`src/rtl/ftma_pkg.sv`:
```
// Shared types, codes and constants of the frame timer with moving average.
package ftma_pkg;

  localparam int STAMP_W  = 48;
  localparam int SAMPLE_W = 32;
  localparam int RATE_W   = 16;
  localparam int CFG_W    = 32;
  localparam int IDX_W    = 2;
  localparam int ACCUM_W  = 33;

  localparam logic [IDX_W-1:0] REG_MIN_INTERVAL  = 2'd0;
  localparam logic [IDX_W-1:0] REG_SECOND_LENGTH = 2'd1;
  localparam logic [IDX_W-1:0] REG_OUTLIER_LIMIT = 2'd2;

  localparam logic [CFG_W-1:0] MIN_INTERVAL_RST  = 32'd16667;
  localparam logic [CFG_W-1:0] SECOND_LENGTH_RST = 32'd1000000;
  localparam logic [CFG_W-1:0] OUTLIER_LIMIT_RST = 32'd1000000;

  typedef enum logic [1:0] {
    CMD_TICK  = 2'd0,
    CMD_STOP  = 2'd1,
    CMD_START = 2'd2,
    CMD_RESET = 2'd3
  } cmd_t;

  typedef enum logic [3:0] {
    S_IDLE,
    S_DIFF,
    S_RESUME,
    S_MINCHK,
    S_OUTCHK,
    S_STORE,
    S_ADD,
    S_DIVINIT,
    S_DIV,
    S_TOTAL,
    S_DONE
  } state_t;

  typedef struct packed {
    logic latch_in;
    logic tick_run;
    logic avg_clear;
    logic do_stop;
    logic do_resume;
    logic do_reset;
    logic take_frame;
    logic count_frame;
    logic store_sample;
    logic add_sample;
    logic div_start;
    logic div_finish;
    logic calc_total;
    logic load_out;
  } ctrl_cmd_t;

  typedef struct packed {
    cmd_t cmd;
    logic stopped;
    logic below_min;
    logic keep_sample;
    logic count_zero;
    logic div_done;
  } dp_stat_t;

endpackage

```
`src/rtl/ftma_if.sv`:
```
// Channel interfaces of the frame timer: input words, result words and register writes.
interface ftma_in_if;
  import ftma_pkg::*;
  logic               valid;
  logic               ready;
  logic [1:0]         cmd;
  logic [STAMP_W-1:0] now_time;
  modport source (output valid, cmd, now_time, input ready);
  modport sink (input valid, cmd, now_time, output ready);
endinterface

interface ftma_out_if;
  import ftma_pkg::*;
  logic                valid;
  logic                ready;
  logic                frame_taken;
  logic [SAMPLE_W-1:0] avg_frame_time;
  logic [RATE_W-1:0]   frame_rate;
  logic [STAMP_W-1:0]  total_time;
  modport source (output valid, frame_taken, avg_frame_time, frame_rate, total_time,
                  input ready);
  modport sink (input valid, frame_taken, avg_frame_time, frame_rate, total_time,
                output ready);
endinterface

interface ftma_cfg_if;
  import ftma_pkg::*;
  logic             valid;
  logic             ready;
  logic [IDX_W-1:0] index;
  logic [CFG_W-1:0] data;
  modport source (output valid, index, data, input ready);
  modport sink (input valid, index, data, output ready);
endinterface

```
`src/rtl/ftma_ram.sv`:
```
// Generic single-port-write, registered-read RAM.
module ftma_ram #(
  parameter int WIDTH = 32,
  parameter int DEPTH = 32,
  parameter int AW    = 5
) (
  input  logic             clk,
  input  logic             we,
  input  logic [AW-1:0]    waddr,
  input  logic [WIDTH-1:0] wdata,
  input  logic [AW-1:0]    raddr,
  output logic [WIDTH-1:0] rdata
);

  logic [WIDTH-1:0] mem_r [DEPTH];
  logic [WIDTH-1:0] rdata_r;

  always_ff @(posedge clk) begin
    if (we) begin
      mem_r[waddr] <= wdata;
    end
    rdata_r <= mem_r[raddr];
  end

  assign rdata = rdata_r;

endmodule

```
`src/rtl/ftma_div.sv`:
```
// Restoring serial divider, one quotient bit per cycle.
module ftma_div #(
  parameter int NUM_W = 38,
  parameter int DEN_W = 6
) (
  input  logic             clk,
  input  logic             rst_n,
  input  logic             start,
  input  logic [NUM_W-1:0] num,
  input  logic [DEN_W-1:0] den,
  output logic             done,
  output logic [NUM_W-1:0] quot
);

  localparam int STEP_W = $clog2(NUM_W + 1);

  logic              busy_r;
  logic              done_r;
  logic [STEP_W-1:0] step_r;
  logic [DEN_W-1:0]  rem_r;
  logic [DEN_W-1:0]  den_r;
  logic [NUM_W-1:0]  quo_r;
  logic [DEN_W:0]    trial;
  logic [DEN_W:0]    trial_sub;
  logic              fits;

  assign trial     = {rem_r, quo_r[NUM_W-1]};
  assign trial_sub = trial - {1'b0, den_r};
  assign fits      = trial >= {1'b0, den_r};

  always_ff @(posedge clk) begin
    if (!rst_n) begin
      busy_r <= 1'b0;
      done_r <= 1'b0;
      step_r <= '0;
    end else begin
      done_r <= 1'b0;
      if (start) begin
        busy_r <= 1'b1;
        step_r <= STEP_W'(NUM_W);
      end else if (busy_r) begin
        step_r <= step_r - 1'b1;
        if (step_r == STEP_W'(1)) begin
          busy_r <= 1'b0;
          done_r <= 1'b1;
        end
      end
    end
  end

  // The partial remainder always stays below the divisor, so it fits in DEN_W bits.
  always_ff @(posedge clk) begin
    if (start) begin
      quo_r <= num;
      rem_r <= '0;
      den_r <= den;
    end else if (busy_r) begin
      rem_r <= fits ? trial_sub[DEN_W-1:0] : trial[DEN_W-1:0];
      quo_r <= {quo_r[NUM_W-2:0], fits};
    end
  end

  assign done = done_r;
  assign quot = quo_r;

endmodule

```
`src/rtl/ftma_dp.sv`:
```
// Datapath of the frame timer: registers, stamps, sample window, sums and divider.
module ftma_dp #(
  parameter int WINDOW_DEPTH = 32
) (
  input  logic                         clk,
  input  logic                         rst_n,
  input  ftma_pkg::ctrl_cmd_t          cmd,
  output ftma_pkg::dp_stat_t           stat,
  input  logic [1:0]                   in_cmd,
  input  logic [ftma_pkg::STAMP_W-1:0] in_now,
  input  logic                         cfg_valid,
  input  logic [ftma_pkg::IDX_W-1:0]   cfg_index,
  input  logic [ftma_pkg::CFG_W-1:0]   cfg_data,
  output logic                         out_taken,
  output logic [ftma_pkg::SAMPLE_W-1:0] out_avg,
  output logic [ftma_pkg::RATE_W-1:0]  out_rate,
  output logic [ftma_pkg::STAMP_W-1:0] out_total
);
  import ftma_pkg::*;

  localparam int PTR_W = (WINDOW_DEPTH > 1) ? $clog2(WINDOW_DEPTH) : 1;
  localparam int CNT_W = $clog2(WINDOW_DEPTH + 1);
  localparam int SUM_W = SAMPLE_W + CNT_W;

  logic [CFG_W-1:0]    min_int_r;
  logic [CFG_W-1:0]    sec_len_r;
  logic [CFG_W-1:0]    outlier_r;
  cmd_t                cmd_r;
  logic [STAMP_W-1:0]  now_r;
  logic [STAMP_W-1:0]  diff_r;
  logic [STAMP_W-1:0]  dev_r;
  logic [STAMP_W-1:0]  tot_r;
  logic                taken_r;
  logic                stopped_r;
  logic [STAMP_W-1:0]  start_r;
  logic [STAMP_W-1:0]  stop_r;
  logic [STAMP_W-1:0]  pause_r;
  logic [STAMP_W-1:0]  cur_r;
  logic [STAMP_W-1:0]  last_r;
  logic [PTR_W-1:0]    ptr_r;
  logic [CNT_W-1:0]    cnt_r;
  logic [SUM_W-1:0]    sum_r;
  logic [SAMPLE_W-1:0] avg_r;
  logic [RATE_W-1:0]   frames_r;
  logic [ACCUM_W-1:0]  accum_r;
  logic [RATE_W-1:0]   rate_r;
  logic                out_taken_r;
  logic [SAMPLE_W-1:0] out_avg_r;
  logic [RATE_W-1:0]   out_rate_r;
  logic [STAMP_W-1:0]  out_total_r;

  logic [STAMP_W-1:0]  diff_src;
  logic [STAMP_W-1:0]  diff_calc;
  logic [STAMP_W-1:0]  avg_ext;
  logic [STAMP_W-1:0]  dev_calc;
  logic [SAMPLE_W-1:0] sample;
  logic [ACCUM_W-1:0]  accum_sum;
  logic                accum_over;
  logic [RATE_W-1:0]   frames_inc;
  logic                full;
  logic [PTR_W-1:0]    ptr_next;
  logic [STAMP_W-1:0]  endp;
  logic [SAMPLE_W-1:0] old_sample;
  logic                div_done;
  logic [SUM_W-1:0]    div_quot;

  // A start measures the paused span, everything else the span since the last frame.
  assign diff_src   = (cmd_r == CMD_START) ? stop_r : last_r;
  assign diff_calc  = now_r - diff_src;
  assign avg_ext    = {{(STAMP_W-SAMPLE_W){1'b0}}, avg_r};
  assign dev_calc   = (diff_r >= avg_ext) ? (diff_r - avg_ext) : (avg_ext - diff_r);
  assign sample     = (|diff_r[STAMP_W-1:SAMPLE_W]) ? '1 : diff_r[SAMPLE_W-1:0];
  assign accum_sum  = accum_r + {1'b0, diff_r[SAMPLE_W-1:0]};
  assign accum_over = (|diff_r[STAMP_W-1:SAMPLE_W]) || (accum_sum > {1'b0, sec_len_r});
  assign frames_inc = (frames_r == '1) ? frames_r : (frames_r + 1'b1);
  assign full       = (cnt_r == CNT_W'(WINDOW_DEPTH));
  assign ptr_next   = (ptr_r == PTR_W'(WINDOW_DEPTH - 1)) ? '0 : (ptr_r + 1'b1);
  assign endp       = stopped_r ? stop_r : cur_r;

  ftma_ram #(
    .WIDTH (SAMPLE_W),
    .DEPTH (WINDOW_DEPTH),
    .AW    (PTR_W)
  ) u_window (
    .clk   (clk),
    .we    (cmd.store_sample),
    .waddr (ptr_r),
    .wdata (sample),
    .raddr (ptr_r),
    .rdata (old_sample)
  );

  ftma_div #(
    .NUM_W (SUM_W),
    .DEN_W (CNT_W)
  ) u_div (
    .clk   (clk),
    .rst_n (rst_n),
    .start (cmd.div_start),
    .num   (sum_r),
    .den   (cnt_r),
    .done  (div_done),
    .quot  (div_quot)
  );

  always_ff @(posedge clk) begin
    if (!rst_n) begin
      min_int_r <= MIN_INTERVAL_RST;
      sec_len_r <= SECOND_LENGTH_RST;
      outlier_r <= OUTLIER_LIMIT_RST;
      cmd_r     <= CMD_TICK;
      stopped_r <= 1'b0;
      start_r   <= '0;
      stop_r    <= '0;
      pause_r   <= '0;
      cur_r     <= '0;
      last_r    <= '0;
      ptr_r     <= '0;
      cnt_r     <= '0;
      sum_r     <= '0;
      avg_r     <= '0;
      frames_r  <= '0;
      accum_r   <= '0;
      rate_r    <= '0;
    end else begin
      if (cfg_valid) begin
        unique case (cfg_index)
          REG_MIN_INTERVAL:  min_int_r <= cfg_data;
          REG_SECOND_LENGTH: sec_len_r <= cfg_data;
          REG_OUTLIER_LIMIT: outlier_r <= cfg_data;
          default: ;
        endcase
      end
      if (cmd.latch_in) begin
        cmd_r <= cmd_t'(in_cmd);
      end
      if (cmd.tick_run) begin
        cur_r <= now_r;
      end
      if (cmd.avg_clear) begin
        avg_r <= '0;
      end
      if (cmd.do_stop) begin
        stop_r    <= now_r;
        stopped_r <= 1'b1;
      end
      if (cmd.do_resume) begin
        last_r    <= now_r;
        pause_r   <= pause_r + diff_r;
        stop_r    <= '0;
        stopped_r <= 1'b0;
      end
      if (cmd.do_reset) begin
        start_r   <= now_r;
        last_r    <= now_r;
        stop_r    <= '0;
        stopped_r <= 1'b0;
        pause_r   <= '0;
      end
      if (cmd.take_frame) begin
        last_r <= now_r;
      end
      if (cmd.count_frame) begin
        if (accum_over) begin
          rate_r   <= frames_inc;
          frames_r <= '0;
          accum_r  <= '0;
        end else begin
          frames_r <= frames_inc;
          accum_r  <= accum_sum;
        end
      end
      // Once the window is full the oldest sample sits at the write pointer.
      if (cmd.store_sample) begin
        if (full) begin
          sum_r <= sum_r - {{(SUM_W-SAMPLE_W){1'b0}}, old_sample};
        end else begin
          cnt_r <= cnt_r + 1'b1;
        end
        ptr_r <= ptr_next;
      end
      if (cmd.add_sample) begin
        sum_r <= sum_r + {{(SUM_W-SAMPLE_W){1'b0}}, sample};
      end
      if (cmd.div_finish) begin
        avg_r <= div_quot[SAMPLE_W-1:0];
      end
    end
  end

  always_ff @(posedge clk) begin
    if (cmd.latch_in) begin
      now_r   <= in_now;
      taken_r <= 1'b0;
      diff_r  <= '0;
    end else if (cmd_r == CMD_TICK || cmd_r == CMD_START) begin
      diff_r <= (cmd.do_resume || cmd.take_frame || cmd.count_frame || cmd.store_sample
                 || cmd.add_sample) ? diff_r : diff_calc;
    end
    if (cmd.take_frame) begin
      taken_r <= 1'b1;
      dev_r   <= dev_calc;
    end
    if (cmd.calc_total) begin
      tot_r <= endp - pause_r;
    end
    if (cmd.load_out) begin
      out_taken_r <= taken_r;
      out_avg_r   <= avg_r;
      out_rate_r  <= rate_r;
      out_total_r <= tot_r - start_r;
    end
  end

  assign stat.cmd         = cmd_r;
  assign stat.stopped     = stopped_r;
  assign stat.below_min   = diff_r < {{(STAMP_W-CFG_W){1'b0}}, min_int_r};
  assign stat.keep_sample = dev_r < {{(STAMP_W-CFG_W){1'b0}}, outlier_r};
  assign stat.count_zero  = (cnt_r == '0);
  assign stat.div_done    = div_done;

  assign out_taken = out_taken_r;
  assign out_avg   = out_avg_r;
  assign out_rate  = out_rate_r;
  assign out_total = out_total_r;

`ifndef SYNTHESIS
  a_cnt_bound: assert property (@(posedge clk) disable iff (!rst_n)
    cnt_r <= CNT_W'(WINDOW_DEPTH))
    else $error("sample count beyond window depth");

  a_ptr_tracks_cnt: assert property (@(posedge clk) disable iff (!rst_n)
    !full |-> (CNT_W'(ptr_r) == cnt_r))
    else $error("write pointer out of step with sample count");

  a_frame_running: assert property (@(posedge clk) disable iff (!rst_n)
    cmd.take_frame |-> !stopped_r)
    else $error("frame taken while stopped");
`endif

endmodule

```
`src/rtl/ftma_ctrl.sv`:
```
// Controller state machine of the frame timer.
module ftma_ctrl (
  input  logic                clk,
  input  logic                rst_n,
  input  logic                in_valid,
  output logic                in_ready,
  output logic                out_valid,
  input  logic                out_ready,
  input  ftma_pkg::dp_stat_t  stat,
  output ftma_pkg::ctrl_cmd_t cmd
);
  import ftma_pkg::*;

  state_t state_r;
  state_t state_nxt;
  logic   out_valid_r;
  logic   out_valid_nxt;

  always_ff @(posedge clk) begin
    if (!rst_n) begin
      state_r     <= S_IDLE;
      out_valid_r <= 1'b0;
    end else begin
      state_r     <= state_nxt;
      out_valid_r <= out_valid_nxt;
    end
  end

  always_comb begin
    state_nxt = state_r;
    cmd       = '0;
    in_ready  = 1'b0;
    unique case (state_r)
      S_IDLE: begin
        in_ready = 1'b1;
        if (in_valid) begin
          cmd.latch_in = 1'b1;
          state_nxt    = S_DIFF;
        end
      end
      S_DIFF: begin
        unique case (stat.cmd)
          CMD_TICK: begin
            if (stat.stopped) begin
              cmd.avg_clear = 1'b1;
              state_nxt     = S_TOTAL;
            end else begin
              cmd.tick_run = 1'b1;
              state_nxt    = S_MINCHK;
            end
          end
          CMD_STOP: begin
            cmd.do_stop = !stat.stopped;
            state_nxt   = S_TOTAL;
          end
          CMD_START: begin
            state_nxt = stat.stopped ? S_RESUME : S_TOTAL;
          end
          CMD_RESET: begin
            cmd.do_reset = 1'b1;
            state_nxt    = S_TOTAL;
          end
        endcase
      end
      S_RESUME: begin
        cmd.do_resume = 1'b1;
        state_nxt     = S_TOTAL;
      end
      S_MINCHK: begin
        if (stat.below_min) begin
          state_nxt = S_TOTAL;
        end else begin
          cmd.take_frame = 1'b1;
          state_nxt      = S_OUTCHK;
        end
      end
      S_OUTCHK: begin
        cmd.count_frame = 1'b1;
        state_nxt       = stat.keep_sample ? S_STORE : S_DIVINIT;
      end
      S_STORE: begin
        cmd.store_sample = 1'b1;
        state_nxt        = S_ADD;
      end
      S_ADD: begin
        cmd.add_sample = 1'b1;
        state_nxt      = S_DIVINIT;
      end
      S_DIVINIT: begin
        if (stat.count_zero) begin
          cmd.avg_clear = 1'b1;
          state_nxt     = S_TOTAL;
        end else begin
          cmd.div_start = 1'b1;
          state_nxt     = S_DIV;
        end
      end
      S_DIV: begin
        if (stat.div_done) begin
          cmd.div_finish = 1'b1;
          state_nxt      = S_TOTAL;
        end
      end
      S_TOTAL: begin
        cmd.calc_total = 1'b1;
        state_nxt      = S_DONE;
      end
      S_DONE: begin
        // The result register takes the new word once the previous one has gone.
        if (!out_valid_r || out_ready) begin
          cmd.load_out = 1'b1;
          state_nxt    = S_IDLE;
        end
      end
      default: begin
        state_nxt = S_IDLE;
      end
    endcase
  end

  always_comb begin
    if (cmd.load_out) begin
      out_valid_nxt = 1'b1;
    end else if (out_ready) begin
      out_valid_nxt = 1'b0;
    end else begin
      out_valid_nxt = out_valid_r;
    end
  end

  assign out_valid = out_valid_r;

`ifndef SYNTHESIS
  a_div_nonzero: assert property (@(posedge clk) disable iff (!rst_n)
    cmd.div_start |-> !stat.count_zero)
    else $error("divider started with an empty window");

  a_no_overwrite: assert property (@(posedge clk) disable iff (!rst_n)
    cmd.load_out |-> (!out_valid_r || out_ready))
    else $error("pending result word overwritten");

  a_minchk_running: assert property (@(posedge clk) disable iff (!rst_n)
    (state_r == S_MINCHK) |-> !stat.stopped)
    else $error("interval check reached while stopped");
`endif

endmodule

```
`src/rtl/frame_timer_moving_average.sv`:
```
// Top level of the frame timer with moving-average frame interval.
// Stop, start, reset and rejected ticks skip the window and the divider and go on to the total and
// the result word. An accepted frame runs the outlier check, stores its sample when it is kept,
// and waits on the serial window-mean divider unless the window is empty.
// One word is in work at a time; the next is accepted the cycle after the result register loads.
// Synchronous active-low reset restores register defaults; the window needs no clearing.
module frame_timer_moving_average #(
  parameter int WINDOW_DEPTH = 32
) (
  input  logic       clk,
  input  logic       rst_n,
  ftma_in_if.sink    in_chan,
  ftma_out_if.source out_chan,
  ftma_cfg_if.sink   cfg_chan
);
  import ftma_pkg::*;

  ctrl_cmd_t cmd;
  dp_stat_t  stat;
  logic      in_ready;
  logic      out_valid;

  ftma_ctrl u_ctrl (
    .clk       (clk),
    .rst_n     (rst_n),
    .in_valid  (in_chan.valid),
    .in_ready  (in_ready),
    .out_valid (out_valid),
    .out_ready (out_chan.ready),
    .stat      (stat),
    .cmd       (cmd)
  );

  ftma_dp #(
    .WINDOW_DEPTH (WINDOW_DEPTH)
  ) u_dp (
    .clk       (clk),
    .rst_n     (rst_n),
    .cmd       (cmd),
    .stat      (stat),
    .in_cmd    (in_chan.cmd),
    .in_now    (in_chan.now_time),
    .cfg_valid (cfg_chan.valid),
    .cfg_index (cfg_chan.index),
    .cfg_data  (cfg_chan.data),
    .out_taken (out_chan.frame_taken),
    .out_avg   (out_chan.avg_frame_time),
    .out_rate  (out_chan.frame_rate),
    .out_total (out_chan.total_time)
  );

  assign in_chan.ready  = in_ready;
  assign out_chan.valid = out_valid;
  assign cfg_chan.ready = 1'b1;

endmodule
```
`src/flat_wrapper.sv`:
```
// flat-port wrapper written by rule: the top's interface ports become plain ports
module frame_timer_moving_average_flat import ftma_pkg::*;
#(
  parameter int WINDOW_DEPTH = 32
)
  (clk, rst_n, in_chan_valid, in_chan_cmd, in_chan_now_time, in_chan_ready, out_chan_valid, out_chan_frame_taken, out_chan_avg_frame_time, out_chan_frame_rate, out_chan_total_time, out_chan_ready, cfg_chan_valid, cfg_chan_index, cfg_chan_data, cfg_chan_ready);
  ftma_in_if in_chan_i ();
  ftma_out_if out_chan_i ();
  ftma_cfg_if cfg_chan_i ();
  input  logic clk;
  input  logic rst_n;
  input wire logic [$bits(in_chan_i.valid)-1:0] in_chan_valid;
  input wire logic [$bits(in_chan_i.cmd)-1:0] in_chan_cmd;
  input wire logic [$bits(in_chan_i.now_time)-1:0] in_chan_now_time;
  output wire logic [$bits(in_chan_i.ready)-1:0] in_chan_ready;
  output wire logic [$bits(out_chan_i.valid)-1:0] out_chan_valid;
  output wire logic [$bits(out_chan_i.frame_taken)-1:0] out_chan_frame_taken;
  output wire logic [$bits(out_chan_i.avg_frame_time)-1:0] out_chan_avg_frame_time;
  output wire logic [$bits(out_chan_i.frame_rate)-1:0] out_chan_frame_rate;
  output wire logic [$bits(out_chan_i.total_time)-1:0] out_chan_total_time;
  input wire logic [$bits(out_chan_i.ready)-1:0] out_chan_ready;
  input wire logic [$bits(cfg_chan_i.valid)-1:0] cfg_chan_valid;
  input wire logic [$bits(cfg_chan_i.index)-1:0] cfg_chan_index;
  input wire logic [$bits(cfg_chan_i.data)-1:0] cfg_chan_data;
  output wire logic [$bits(cfg_chan_i.ready)-1:0] cfg_chan_ready;
  assign in_chan_i.valid = in_chan_valid;
  assign in_chan_i.cmd = in_chan_cmd;
  assign in_chan_i.now_time = in_chan_now_time;
  assign in_chan_ready = in_chan_i.ready;
  assign out_chan_valid = out_chan_i.valid;
  assign out_chan_frame_taken = out_chan_i.frame_taken;
  assign out_chan_avg_frame_time = out_chan_i.avg_frame_time;
  assign out_chan_frame_rate = out_chan_i.frame_rate;
  assign out_chan_total_time = out_chan_i.total_time;
  assign out_chan_i.ready = out_chan_ready;
  assign cfg_chan_i.valid = cfg_chan_valid;
  assign cfg_chan_i.index = cfg_chan_index;
  assign cfg_chan_i.data = cfg_chan_data;
  assign cfg_chan_ready = cfg_chan_i.ready;
  frame_timer_moving_average #(.WINDOW_DEPTH(WINDOW_DEPTH)) u_core (.clk(clk), .rst_n(rst_n), .in_chan(in_chan_i), .out_chan(out_chan_i), .cfg_chan(cfg_chan_i));
endmodule
```
`config.mk`:
```
export PLATFORM = sky130hd
export DESIGN_NAME = frame_timer_moving_average_flat
export DESIGN_NICKNAME = d
export VERILOG_FILES = /design/src/rtl/ftma_pkg.sv /design/src/rtl/ftma_if.sv /design/src/rtl/ftma_ram.sv /design/src/rtl/ftma_div.sv /design/src/rtl/ftma_dp.sv /design/src/rtl/ftma_ctrl.sv /design/src/rtl/frame_timer_moving_average.sv /design/src/flat_wrapper.sv
export SDC_FILE = /design/constraint.sdc
export NUM_CORES = 2
export LEC_CHECK = 0
export BUFFER_PORTS_ARGS = -buffer_cell sky130_fd_sc_hd__buf_2
export CAP_MARGIN = 20
export CELL_PAD_IN_SITES_DETAIL_PLACEMENT = 0
export CELL_PAD_IN_SITES_GLOBAL_PLACEMENT = 1
export CORE_ASPECT_RATIO = 0.6
export CORE_UTILIZATION = 56
export DETAILED_ROUTE_END_ITERATION = 10
export PLACE_DENSITY_LB_ADDON = 0.1
export SYNTH_ARGS = -nofsm -noshare
export SYNTH_HDL_FRONTEND = slang
export SYNTH_SLANG_ARGS = --single-unit
```
`constraint.sdc`:
```
create_clock -name clk -period 15.9 [get_ports clk]
set_clock_uncertainty 0.1 [all_clocks]
set_input_delay 3.975 -clock clk [delete_from_list [all_inputs] [get_ports clk]]
set_output_delay 3.975 -clock clk [all_outputs]
set_load 0.03 [all_outputs]
```
==> impl_metrics.py <==
metrics = {
    "critical_path": {
        "end_kind": "flip-flop",
        "regToRegEndpoint": "u_core.u_dp.sum_r[37]",
        "ff2ff_path_depth": 21,
        "path_max_fanout": 33,
        "cp-startpoint": "u_core.u_dp.diff_r[35]",
        "reg2reg_slack_ps": 8160,
        "r2r-start": "u_core.u_dp.diff_r[35]",
        "crit_end": "u_core.u_dp.sum_r[37]",
        "required_ps": 16500,
        "critPathKind": "reg2reg",
        "startpoint_type": "flip-flop",
        "cp_data_arrival_time_ps": 8350,
    },
    "cts": {
        "ctsHoldBuffers": 0,
        "cts_sinks": 1894,
        "clk_pin_slew_ps": 70,
        "clockRootBuffer": "clkbuf_16",
        "cts_buffer_depth": 4,
        "cts.htree.levels": 4,
        "numCtsBuffers": 182,
        "cts_tree": "yes",
        "clock_latency_ps": 840,
        "cts_resized": 0,
        "cts_setup_buffers": 0,
    },
    "synthesis": {
        "synth.net_count": 8173,
        "yosysSeqAreaShare": 0.570,
        "ys_ff_latch": 1894,
        "syn-cell-area_mm2": 0.0895,
        "synth_edf_count": 1309,
        "synth_cells": 7643,
        "ys_top_cells_by_area": "edfxtp_1, dfxtp_1, mux4_2, ha_1, nand2_1",
        "synth_warnings": 0,
        "synth_largest_area_cell": "edfxtp_1",
        "synth_top_area_frac": 0.439,
        "synthArstFlopShare": 0,
        "yosysUniqueCellTypes": 85,
        "yosys_most_used_dff": "edfxtp_1",
        "post_synth.cell_area_avg_um2": 11.7,
    },
    "power": {
        "power_density_mw_per_mm2": 155,
        "p_total_mw": 15.4,
        "leakagePower_nw": 37.9,
        "vdd_drop_max_mv": 0.123,
    },
    "floorplanning": {
        "ios": 189,
        "die_w_um": 518,
        "initial_core_util": 0.565,
        "die_h_um": 312,
        "dieArea_mm2": 0.161,
        "num_rows": 113,
        "core_mm2": 0.158,
    },
    "placement": {
        "port_buffers": 187,
        "routabilityCongestion": 0.971,
        "post-dp-hpwl_um": 181000,
    },
    "global_route": {
        "grt_pass1_vias": 58100,
        "grt_pass1_wl_um": 387000,
        "grt_overflow_total": 0,
        "antenna_found_initial": 11,
        "grt_start_max_net_pins": 147,
        "track_usage": 0.323,
    },
    "detailed_routing": {
        "drc": 0,
        "dr.pass1.iters": 6,
        "vias": 62900,
        "wl_per_cell_um": 26.3,
        "drtIter0Drc": 8097,
        "wirelength_um": 264000,
        "final_antenna_net_count": 0,
        "viasPerCell": 6.26,
    },
    "sta": {
        "fin_crit_sh": 0.487,
        "rsz0062_at_grt": "no",
        "finalHoldViolCount": 0,
        "relSlewSlack": 0.229,
        "max_freq_ghz": 0.129,
        "fin_setup_tns_ps": 0,
        "holdWs_ps": 334,
        "period_needed_ps": 7740,
        "drv_slew": 0,
        "setup_viol": 0,
        "worst_pin_slew_ps": 1150,
    },
    "job": {
        "maxCapViolCount": 0,
    },
    "run_status": {
        "status": "completed",
    },
    "layout": {
        "drive_above_1_share": 0.127,
        "layout.nets": 8300,
        "area_growth_pct": 11.1,
        "n_fill_cell": 12400,
    },
    "hold_path": {
        "hp-class": "reg2reg",
    },
}
-- worst max-delay path, stage by stage, from the launching register on --
cell and delay [ps]:
dfxtp_1 370, or3_1 440, or3_4 380, or4_4 470, nor4_4 210, buf_4 350
buf_4 360, nand2_1 690, nor2_1 270, a21oi_1 70, ha_1 430, o211ai_1 120
o211a_1 300, o31a_1 360, a2bb2oi_1 740, a41oi_1 370, o31ai_1 630, a211oi_1 180
or3_1 340, a21oi_1 190, xnor2_1 140, nor2_1 50
-- logic make-up after synthesis --
| kind of cell | Yosys count | synth area share |
|---|---|---|
| mux | 369 | 0.0778 |
| xor+xnor | 326 | 0.0319 |
| compound gates | 1795 | 0.124 |
| buf+inv | 717 | 0.0303 |
| simple gates | 2100 | 0.103 |
| other cells | 1 | 0.0000419 |
| fa+ha+maj | 441 | 0.0624 |
| flops | 1894 | 0.570 |
-- worst min-delay path by stage --
stage	start	to	cells past startpoint
4_1_cts	u_core.u_dp.taken_r	u_core.u_dp.out_taken	0
3_5_place_dp	u_core.u_dp.rate_r[12]	u_core.u_dp.out_rate[12]	0
6_report	u_core.u_dp.taken_r	u_core.u_dp.out_taken	0
2_1_floorplan	u_core.u_dp.rate_r[0]	u_core.u_dp.out_rate[0]	0
5_1_grt	u_core.u_dp.rate_r[12]	u_core.u_dp.out_rate[12]	0
3_3_place_gp	u_core.u_dp.rate_r[15]	u_core.u_dp.out_rate[15]	0
-- synthesized netlist by cell type, drive strengths merged, types with 42 or more instances --
cell type     n
ha          432
nand2b       58
nand3       132
nor2b        57
mux2         51
inv         339
nor3         76
o21ai       211
nand4        91
buf          42
o21bai       44
o21a         48
clkbuf      334
dfxtp       585
o211ai       50
a21oi       809
xnor2       202
mux2i        62
edfxtp     1309
nand2      1177
a21o        214
a22oi       161
a31oi        61
a211oi       43
mux4        256
nor2        325
xor2        124
and3         54
-- cells in the final DEF, fill, tap and decap left out, types with 60 or more instances in the layout --
master     instances
ha_1             432
a22oi_1          161
clkbuf_16        187
nor2_1           290
nor3_1            69
buf_2            187
mux2i_1           62
buf_4            113
a31oi_1           60
nand4_1           91
edfxtp_1        1309
o21ai_0          205
a21o_1           214
xor2_1           124
inv_1            338
nand3_1          129
a21oi_1          807
nand2_1         1174
xnor2_1          202
dfxtp_1          582
mux4_2           256
-- report_power, final --
| part | total [mW] | switching (mW) | internal [mW] |
|---|---|---|---|
| sequential | 6.01 | 0.311 | 5.70 |
| clock | 4.47 | 1.91 | 2.56 |
| combinational | 4.87 | 3.07 | 1.81 |
| total | 15.4 | 5.29 | 10.1 |
-- final cells by class --
type,count,area (µm²),share of cell area
Timing Repair Buffer,319,2230,0.0224
Clock buffer,246,5060,0.0510
Inverter,341,1290,0.0130
Multi-Input combinational cell,5032,36100,0.364
Antenna cell,5,12.5,0.000126
Clock inverter,81,958,0.00965
Sequential cell,1894,51000,0.514
Tap cell,2127,2660,0.0268
-- per-stage QoR --
step	cell area, µm²	cells	utilization	setup WS, ps
after floorplan	89500	7643	-	4520
after CTS	99000	10000	0.625	8360
after global placement	92900	9696	0.587	8500
after global routing	99400	10000	0.627	7730
after detailed placement	92900	9696	0.587	8350
final	99400	10000	0.628	8160
-- layer usage --
layer	share of wire	track usage	vias up
met3	0.13	0.108	331
met2	0.38	0.410	3265
met5	0.00010	0	-
li1	-	-	28400
met4	0.020	0.0657	4
met1	0.47	0.524	30800
-- registers in the layout, summed over array words and instances (netlist names), 16 cells and up --
| register | count |
|---|---|
| u_core.u_dp.sec_len_r | 32 |
| u_core.u_dp.out_rate | 16 |
| u_core.u_dp.min_int_r | 32 |
| u_core.u_dp.last_r | 48 |
| u_core.u_dp.out_avg | 32 |
| u_core.u_dp.accum_r | 33 |
| u_core.u_dp.u_div.quot | 38 |
| u_core.u_dp.u_window.mem_r | 1024 |
| u_core.u_dp.cur_r | 48 |
| u_core.u_dp.frames_r | 16 |
| u_core.u_dp.sum_r | 38 |
| u_core.u_dp.avg_r | 32 |
| u_core.u_dp.rate_r | 16 |
| u_core.u_dp.dev_r | 48 |
| u_core.u_dp.out_total | 48 |
| u_core.u_dp.start_r | 48 |
| u_core.u_dp.pause_r | 48 |
| u_core.u_dp.u_window.rdata | 32 |
| u_core.u_dp.tot_r | 48 |
| u_core.u_dp.stop_r | 48 |
| u_core.u_dp.diff_r | 48 |
| u_core.u_dp.now_r | 48 |
| u_core.u_dp.outlier_r | 32 |
Power figures use the tool's default switching activity.
